--- src/hw/rtl/ufph_ram.sv ---
module ufph_ram #(
    parameter int WIDTH = 8,
    parameter int DEPTH = 16
) (
    input  logic                     clk,
    input  logic                     wr_en,
    input  logic [$clog2(DEPTH)-1:0] wr_addr,
    input  logic [WIDTH-1:0]         wr_data,
    input  logic                     rd_en,
    input  logic [$clog2(DEPTH)-1:0] rd_addr,
    output logic [WIDTH-1:0]         rd_data
);

    logic [WIDTH-1:0] mem [DEPTH];

    always_ff @(posedge clk)
    begin
        if (wr_en)
        begin
            mem[wr_addr] <= wr_data;
        end
        if (rd_en)
        begin
            rd_data <= mem[rd_addr];
        end
    end

endmodule

--- config.mk ---
export PLATFORM = sky130hd
export DESIGN_NAME = ufph_ram
export DESIGN_NICKNAME = d
export VERILOG_FILES = /design/src/hw/rtl/ufph_ram.sv
export SDC_FILE = /design/constraint.sdc
export NUM_CORES = 1
export LEC_CHECK = 0
export BUFFER_PORTS_ARGS = -buffer_cell sky130_fd_sc_hd__buf_2
export CAP_MARGIN = 30
export CORE_MARGIN = 10
export CORE_UTILIZATION = 53
export CTS_CLUSTER_SIZE = 16
export DETAILED_ROUTE_END_ITERATION = 8
export GPL_TIMING_DRIVEN = 0
export PLACE_DENSITY = 0.71
export SETUP_SLACK_MARGIN = 0.05
export SYNTH_ARGS = -nofsm -noshare
export SYNTH_HDL_FRONTEND = slang
export SYNTH_SLANG_ARGS = --single-unit
--- constraint.sdc ---
create_clock -name clk -period 2.2 [get_ports clk]
set_clock_uncertainty 0.1 [all_clocks]
set_input_delay 0.22 -clock clk [delete_from_list [all_inputs] [get_ports clk]]
set_output_delay 0.22 -clock clk [all_outputs]
set_load 0.02 [all_outputs]
==> results of run 1 <==
-- layer usage --
metal / share of wire / up-vias / global-route usage
met4: 0.019 / 0 / 0.0656
met2: 0.49 / 103 / 0.225
met5: 0 / - / 0
met1: 0.43 / 1285 / 0.197
met3: 0.062 / 18 / 0.0430
li1: - / 1093 / -
-- state kept, by name, indices dropped and copies added, names as in the netlist --
register / cells
mem: 128
rd_data: 8
-- how the worst max path moves through the flow --
stage,from,endpoint,depth (start not counted)
after floorplan,wr_addr[2],mem[0][0]$_DFFE_PP_,2
after global placement,wr_addr[2],mem[0][0]$_DFFE_PP_,3
after detailed placement,wr_addr[2],mem[2][0]$_DFFE_PP_,3
after CTS,mem[5][3]$_DFFE_PP_,rd_data[3]$_DFFE_PP_,3
after global routing,mem[4][3]$_DFFE_PP_,rd_data[3]$_DFFE_PP_,3
final,mem[5][3]$_DFFE_PP_,rd_data[3]$_DFFE_PP_,3
-- cells by family after synthesis --
family | Yosys count | synth area share
buf+inv | 10 | 0.0165
mux | 32 | 0.148
compound gates | 16 | 0.0230
simple gates | 35 | 0.0314
flops | 136 | 0.781
-- power by group --
part           switching (mW)  total [mW]  leakage, nW  internal (mW)
Sequential             0.0125        2.93         1.24           2.92
Combinational           0.177       0.300        0.573          0.123
Clock                    1.02        2.72        0.280           1.70
-- final cells by class --
class / instances / area (µm²) / share of cell area
sequential: 136 / 4080 / 0.659
multi-input combinational: 83 / 1060 / 0.171
clock buffer: 17 / 414 / 0.0668
timing repair buffer: 37 / 230 / 0.0371
tap: 133 / 166 / 0.0268
clock inverter: 15 / 160 / 0.0258
buffer: 10 / 86.3 / 0.0139
-- synthesized netlist by cell type, drive strengths merged --
cell type      count  area (µm²)
nand3b             2        15.0
and2b              1        7.51
buf                7        56.3
nor2              13        48.8
nand2b             2        12.5
clkdlybuf4s25      3        30.0
nor3               4        20.0
mux4              32         773
nand2              9        33.8
a22oi             16         120
or3b               1        8.76
edfxtp           136        4080
and2               1        6.26
nor2b              1        6.26
nand3              1        5.00
-- critical path, cell delays in order, from the launching register on --
cell	delay [ns]
edfxtp_1	0.39
mux4_1	0.59
a22oi_1	0.28
nand2_1	0.09
-- what timing repair did --
| action | CTS | global route |
|---|---|---|
| hold buffers | 8 | 0 |
| hold endpoints to repair | 120 | 0 |
| setup endpoints to repair | 0 | 0 |
-- metrics by stage --
step / util / setup slack, ns / hold WS (ns)
2_1_floorplan: - / 0.387 / 0.219
3_3_place_gp: 0.570 / -0.122 / 0.480
3_5_place_dp: 0.572 / 0.180 / 0.483
4_1_cts: 0.640 / 0.520 / 0.00298
5_1_grt: 0.640 / 0.487 / 0.0155
6_report: 0.640 / 0.493 / 0.0116
==> results.toml, run 1 <==
[worst_setup_path]
ff2ff_setup_slack_ns = 0.49
worst_ep_required_time_ns = 2.37
timing.critical_path.fanout_max = 1
worstPathArrival_ns = 1.88
crit-reg2reg-launch = "mem[5][3]$_DFFE_PP_"
worst_setup_path_start_kind = "flop"
ff2ff_path_depth = 3
endpoint_kind = "flop"
worst-setup-path-type = "reg -> reg"
end_of_the_worst_register_to_register_path = "rd_data[3]$_DFFE_PP_"

[grt]
grt.total_usage = 0.149
global_route_wire_length_before_repair_mm = 15.4
antenna_found_initial = 0
grt_pass1_vias = 2566
grt_remaining_overflow = 0
grt_start_max_net_pins = 17

[timing]
timing.final.crit_share = 0.776
max-slew-margin-rel = 0.450
report.final.setup_viol = 0
tightest_slew_ns = 0.823
fmaxAchievable_ghz = 0.586
fin_tns_setup_ns = 0
finalMaxSlewViolations = 0
fin_crit_ns = 1.71
hold_viol = 0
grt_setup_unrepaired = "false"

[synthesis]
synthCells = 229
postSynthNetCount = 248
yosysWarnings = 0
syn_area_um2 = 5230
synth_cell_types = 18
ys_ff_latch = 136
post_synthesis_sequential_area_ratio = 0.781
synthesis.area_per_instance_um2 = 22.8

[layout]
stdcell_count = 431
syn2layout_area_growth_pct = 18.6
nNetsFinal = 304
finalInstanceArea_um2 = 6200
layout.cells.most_common_list = "edfxtp_1 (136), buf_2 (30), mux4_2 (18)"
layout-drive-gt1-share = 0.299
mostFrequentLayoutCell = "edfxtp_1"
antennaDiodeCount = 0
fillers = 633

[detailed_routing]
route.vias.total = 2499
routed_wire_length_per_instance_um = 23.5
drtAntennaViolNets = 0
drt_pre_antenna_iters = 6
vias_per_cell = 5.80
wirelength_mm = 10.1
first_iter_violations = 195
route.detailed.drc = 0

[worst_hold_path]
timing.hold.worst_path_depth = 1
timing.hold.worst.class = "in -> reg"
timing.hold.worst_endpoint = "mem[15][7]$_DFFE_PP_"
hold_path.startpoint = "wr_data[7]"

[clock_network]
clk_latency_ns = 0.52
h-tree-depth = 4
cts.path.max_buffers = 2
cts.reportedPaths.clkPinSlew_ns = 0.06
cts_resized = 0
cts-buffers-inserted = 17
cts_tree = "done"
clock-root-buffer = "clkbuf_8"
clock_sink_count = 136
postCtsSetupRepairBufs = 0

[floorplan]
placementRows = 36
boundaryPins = 27
die_footprint_um2 = 14200
floorplan.initialDensity = 0.540
die_h_um = 119
chipWidth_um = 119
fp.coreArea_um2 = 9680

[pwr]
p_per_area_nw_per_um2 = 961
p_leak_nw = 2.09
power.total_mw = 5.96
vdd_drop_max_mv = 0.559

[placed_design]
port_buffers = 25
dp_cells = 391
gp_routability_congestion = 0.718
detailedPlacementHpwl_mm = 6.35
detailed_place.area_um2 = 5540

[job]
drv.max_cap_violation_count = 0

[status]
outcome = "completed"
No activity file was read; power rests on OpenSTA's default activity.
==> run 2: changes to the inputs <==
==> constraint.sdc (replaced) <==
create_clock -name clk -period 1.68 [get_ports clk]
set_clock_uncertainty 0.1 [all_clocks]
set_input_delay 0.168 -clock clk [delete_from_list [all_inputs] [get_ports clk]]
set_output_delay 0.168 -clock clk [all_outputs]
set_load 0.02 [all_outputs]
==> run 2 against run 1 <==
Compared with the run above: via count down 3.0%; sequential share of layout area down 0.16 points; total power up 30%; worst setup slack got worse by 0.40 ns; final area increased by 0.24%; critical path depth stayed put; core utilization up 0.16 points; first-iteration DRC count is 20% higher; highest routed layer unchanged; combinational power increased by 32%; largest cell class unchanged; fmax is 7.8% higher; count of clock-buffer cells in the layout up 3.
==> results.toml, run 2 (synthesis gave the netlist of run 1 again) <==
[status]
outcome = "completed"

[clock_network]
cts.path.max_buffers = 2
cts_tree = "done"
cts.reportedPaths.clkPinSlew_ns = 0.06
clk_latency_ns = 0.51
postCtsSetupRepairBufs = 0
h-tree-depth = 4
cts-buffers-inserted = 17
clock-root-buffer = "clkbuf_8"
clock_sink_count = 136

[detailed_routing]
routed_wire_length_per_instance_um = 22.5
wirelength_mm = 9.68
route.detailed.drc = 0
first_iter_violations = 234
drt_pre_antenna_iters = 4
detailroute.wirelength.met2_mm = 4.74
top_signal_layer_used = "met4"
routed-wl-met3_um = 666
route.vias.total = 2424
wl_met1_mm = 4.09
vias_per_cell = 5.64
drtAntennaViolNets = 0

[timing]
fmaxAchievable_ghz = 0.632
report.final.setup_viol = 0
timing.final.crit_share = 0.942
finalMaxSlewViolations = 0
grt_setup_unrepaired = "false"
tightest_slew_ns = 0.813
max-slew-margin-rel = 0.456
fin_crit_ns = 1.58
hold_viol = 0
fin_worst_hold_slack_ns = 0.0469

[grt]
grt_pass1_vias = 2565
grt_start_max_net_pins = 17
antenna_found_initial = 0
grt_remaining_overflow = 0
global_route_wire_length_before_repair_mm = 15.1
grt.total_usage = 0.145

[floorplan]
die_h_um = 119
placementRows = 36
chipWidth_um = 119
boundaryPins = 27
fp.coreArea_um2 = 9680
floorplan.initialDensity = 0.540
die_footprint_um2 = 14200

[layout]
nNetsFinal = 304
largest_registers = "mem: 128 flops, rd_data: 8 flops"
layout-drive-gt1-share = 0.293
largest_register_ff_count = 128
fillers = 646
stdcell_count = 430
syn2layout_area_growth_pct = 18.9
layout.cells.most_common_list = "edfxtp_1 (136), buf_2 (28), mux4_2 (18)"
mostFrequentLayoutCell = "edfxtp_1"
multi_input_comb_area_um2 = 1080
antennaDiodeCount = 0
seq_area_um2 = 4080
largest_register = "mem"

[pwr]
p_per_area_nw_per_um2 = 1240
power.total_mw = 7.72
p_leak_nw = 2.08
vdd_drop_max_mv = 0.892

[placed_design]
dp_cells = 390
detailedPlacementHpwl_mm = 6.18
gp_routability_congestion = 0.735
port_buffers = 25

[worst_hold_path]
timing.hold.worst.class = "in -> reg"

[worst_setup_path]
worst_setup_path_start_kind = "flop"
endpoint_kind = "flop"
worst_ep_required_time_ns = 1.84
timing.critical_path.fanout_max = 1
worst-setup-path-type = "reg -> reg"
worstPathArrival_ns = 1.74

[job]
drv.max_cap_violation_count = 0
==> run 2: final timing paths <==
path,start,endpoint,slack [ns],cells past startpoint
setup reg to reg,mem[0][0]$_DFFE_PP_,rd_data[0]$_DFFE_PP_,0.1,3
setup / recovery,mem[0][0]$_DFFE_PP_,rd_data[0]$_DFFE_PP_,0.1,3
hold reg to reg,mem[11][2]$_DFFE_PP_,rd_data[2]$_DFFE_PP_,0.67,3
hold / removal,wr_addr[0],mem[0][0]$_DFFE_PP_,0.05,2
==> run 2: worst max-delay path: stages, from the launching register on <==
cell and delay [ns]:
edfxtp_1 0.38, mux4_1 0.52, a22oi_2 0.24, nand2_1 0.10
==> run 2: final cells by class <==
class	instances	share of cell area
clock buffer	20	0.0685
timing repair buffer	37	0.0383
clock inverter	11	0.0211
tap	133	0.0268
multi-input combinational	83	0.174
buffer	10	0.0139
sequential	136	0.657
==> run 2: per-stage QoR <==
stage | utilization | setup slack, ns | TNS (ns) | instance area [µm²]
2_1_floorplan | - | 0.130 | 0 | 5230
3_3_place_gp | 0.570 | -0.358 | -15.65 | 5520
3_5_place_dp | 0.573 | -0.278 | -10.11 | 5550
4_1_cts | 0.641 | 0.0513 | 0 | 6200
5_1_grt | 0.642 | 0.0680 | 0 | 6210
6_report | 0.642 | 0.0968 | 0 | 6210
==> run 2: power by group <==
part	internal [mW]	switching (mW)
combinational	0.165	0.231
sequential	3.83	0.0157
clock	2.22	1.25
==> run 2: metal layers <==
| metal | vias to the layer above | track usage |
|---|---|---|
| met5 | - | 0 |
| met4 | 0 | 0.0633 |
| met3 | 13 | 0.0468 |
| met2 | 102 | 0.223 |
| met1 | 1216 | 0.187 |
| li1 | 1093 | - |
==> run 2: timing repair <==
item                                    4_1_cts  5_1_grt
hold buffers                                  9        0
gates resized for setup                       2        2
endpoints found under the setup margin        2        3
hold endpoints to repair                    136        0
pin swaps                                     0        1
==> run 3: changes to the inputs <==
==> constraint.sdc (replaced) <==
create_clock -name clk -period 2.05 [get_ports clk]
set_clock_uncertainty 0.1 [all_clocks]
set_input_delay 0.205 -clock clk [delete_from_list [all_inputs] [get_ports clk]]
set_output_delay 0.205 -clock clk [all_outputs]
set_load 0.02 [all_outputs]
==> run 3 against run 2 <==
Compared with the run above: die area did not move; final area about the same; worst setup slack better by 0.24 ns; sequential power fell by 18%; sequential share of layout area rose by 0.053 points; global-route usage grew 0.37 points; routed wire length grew 4.1%; non-clock buffer count up 1; count of clock-buffer cells in the layout down 3; first-iteration DRC count down 8.5%; flip-flop and latch count unchanged; critical path type unchanged; largest power group unchanged.
==> results.toml, run 3 (synthesis gave the netlist of run 1 again) <==
[floorplan]
fp.coreArea_um2 = 9680
die_footprint_um2 = 14200
placementRows = 36
boundaryPins = 27
die_h_um = 119
chipWidth_um = 119
floorplan.initialDensity = 0.540

[detailed_routing]
route.detailed.drc = 0
route.vias.total = 2509
drt_pre_antenna_iters = 4
drtAntennaViolNets = 0
vias_per_cell = 5.81
routed_wire_length_per_instance_um = 23.3
first_iter_violations = 214
wirelength_mm = 10.1

[layout]
antennaDiodeCount = 0
largest_register_ff_count = 128
largest_register = "mem"
layout-drive-gt1-share = 0.298
nNetsFinal = 305
mostFrequentLayoutCell = "edfxtp_1"
largest_registers = "mem: 128 flops, rd_data: 8 flops"
layout.cells.most_common_list = "edfxtp_1 (136), buf_2 (30), mux4_2 (18)"
layout.core_utilization = 0.641
finalInstanceArea_um2 = 6210
syn2layout_area_growth_pct = 18.8
fillers = 632

[pwr]
p_leak_nw = 2.09
p_per_area_nw_per_um2 = 1030
vdd_drop_max_mv = 0.598

[timing]
timing.final.crit_share = 0.833
report.final.setup_viol = 0
fmaxAchievable_ghz = 0.585
grt_setup_unrepaired = "false"
tightest_slew_ns = 0.815
fin_crit_ns = 1.71
hold_viol = 0
fin_tns_setup_ns = 0
max-slew-margin-rel = 0.455
finalMaxSlewViolations = 0

[clock_network]
cts.path.max_buffers = 2
cts_tree = "done"
cts-buffers-inserted = 17
postCtsSetupRepairBufs = 0
clk_latency_ns = 0.52
clock-root-buffer = "clkbuf_8"
h-tree-depth = 4
cts.reportedPaths.clkPinSlew_ns = 0.06
clock_sink_count = 136

[grt]
grt_start_max_net_pins = 17
grt_remaining_overflow = 0
grt.total_usage = 0.149
antenna_found_initial = 0
global_route_wire_length_before_repair_mm = 15.4
grt_pass1_vias = 2571

[job]
drv.max_cap_violation_count = 0

[worst_setup_path]
worst_ep_required_time_ns = 2.22
worst_setup_path_start_kind = "flop"
worst-setup-path-type = "reg -> reg"
worstPathArrival_ns = 1.88
endpoint_kind = "flop"
timing.critical_path.fanout_max = 1

[placed_design]
detailed_place.area_um2 = 5540
gp_routability_congestion = 0.718
port_buffers = 25
detailedPlacementHpwl_mm = 6.35

[worst_hold_path]
timing.hold.worst.class = "in -> reg"

[status]
outcome = "completed"
run 3: cell types whose count changed in the layout (fill, tap and decap cells not counted), sizes merged:
cell / change
clkinvlp: +1
buf: +1
clkbuf: -3
clkinv: +3
run 3: through the flow:
stage               setup slack [ns]  power [mW]  hold WS (ns)  std cells
floorplan                      0.252        3.38         0.204        229
global placement              -0.257        3.50         0.465        387
detailed placement            0.0449        3.51         0.468        391
CTS                            0.370        6.43        0.0275        432
global route                   0.337        6.58        0.0612        432
finish                         0.342        6.39        0.0570        432
run 3: worst paths after layout:
kind                           to  depth (start not counted)  slack, ns                start
max reg2reg  rd_data[3]$_DFFE_PP_                          3       0.34  mem[5][3]$_DFFE_PP_
min reg2reg  rd_data[0]$_DFFE_PP_                          3       0.67  mem[8][0]$_DFFE_PP_
max          rd_data[3]$_DFFE_PP_                          3       0.34  mem[5][3]$_DFFE_PP_
min           mem[0][3]$_DFFE_PP_                          2       0.06           wr_addr[0]
run 3: timing repair:
| item | in CTS | in global routing |
|---|---|---|
| resized for setup | 0 | 0 |
| hold buffers | 9 | 0 |
| hold endpoints to repair | 136 | 0 |
run 3: power breakdown:
group,internal [mW],switching (mW),leakage [nW]
clock,1.83,1.09,0.280
combinational,0.133,0.190,0.577
sequential,3.13,0.0133,1.24
total,5.10,1.29,2.09
run 3: worst max-delay path, cell delays in order, from the launching register on:
cell	delay, ns
edfxtp_1	0.39
mux4_1	0.60
a22oi_1	0.28
nand2_1	0.09
run 3: cell type report:
type | count | area, µm² | area share
clock buffers | 17 | 414 | 0.0667
flip-flops and latches | 136 | 4080 | 0.658
well taps | 133 | 166 | 0.0268
multi-input cells | 83 | 1060 | 0.170
plain buffers | 10 | 86.3 | 0.0139
repair buffers | 38 | 240 | 0.0387
clock inverters | 15 | 160 | 0.0258
run 3: layer usage:
layer / vias to the layer above / global-route usage / wire [µm]
met1: 1302 / 0.198 / 4110
met2: 94 / 0.225 / 5100
li1: 1096 / - / -
met4: 0 / 0.0656 / 188
met5: - / 0 / 0
met3: 17 / 0.0430 / 674
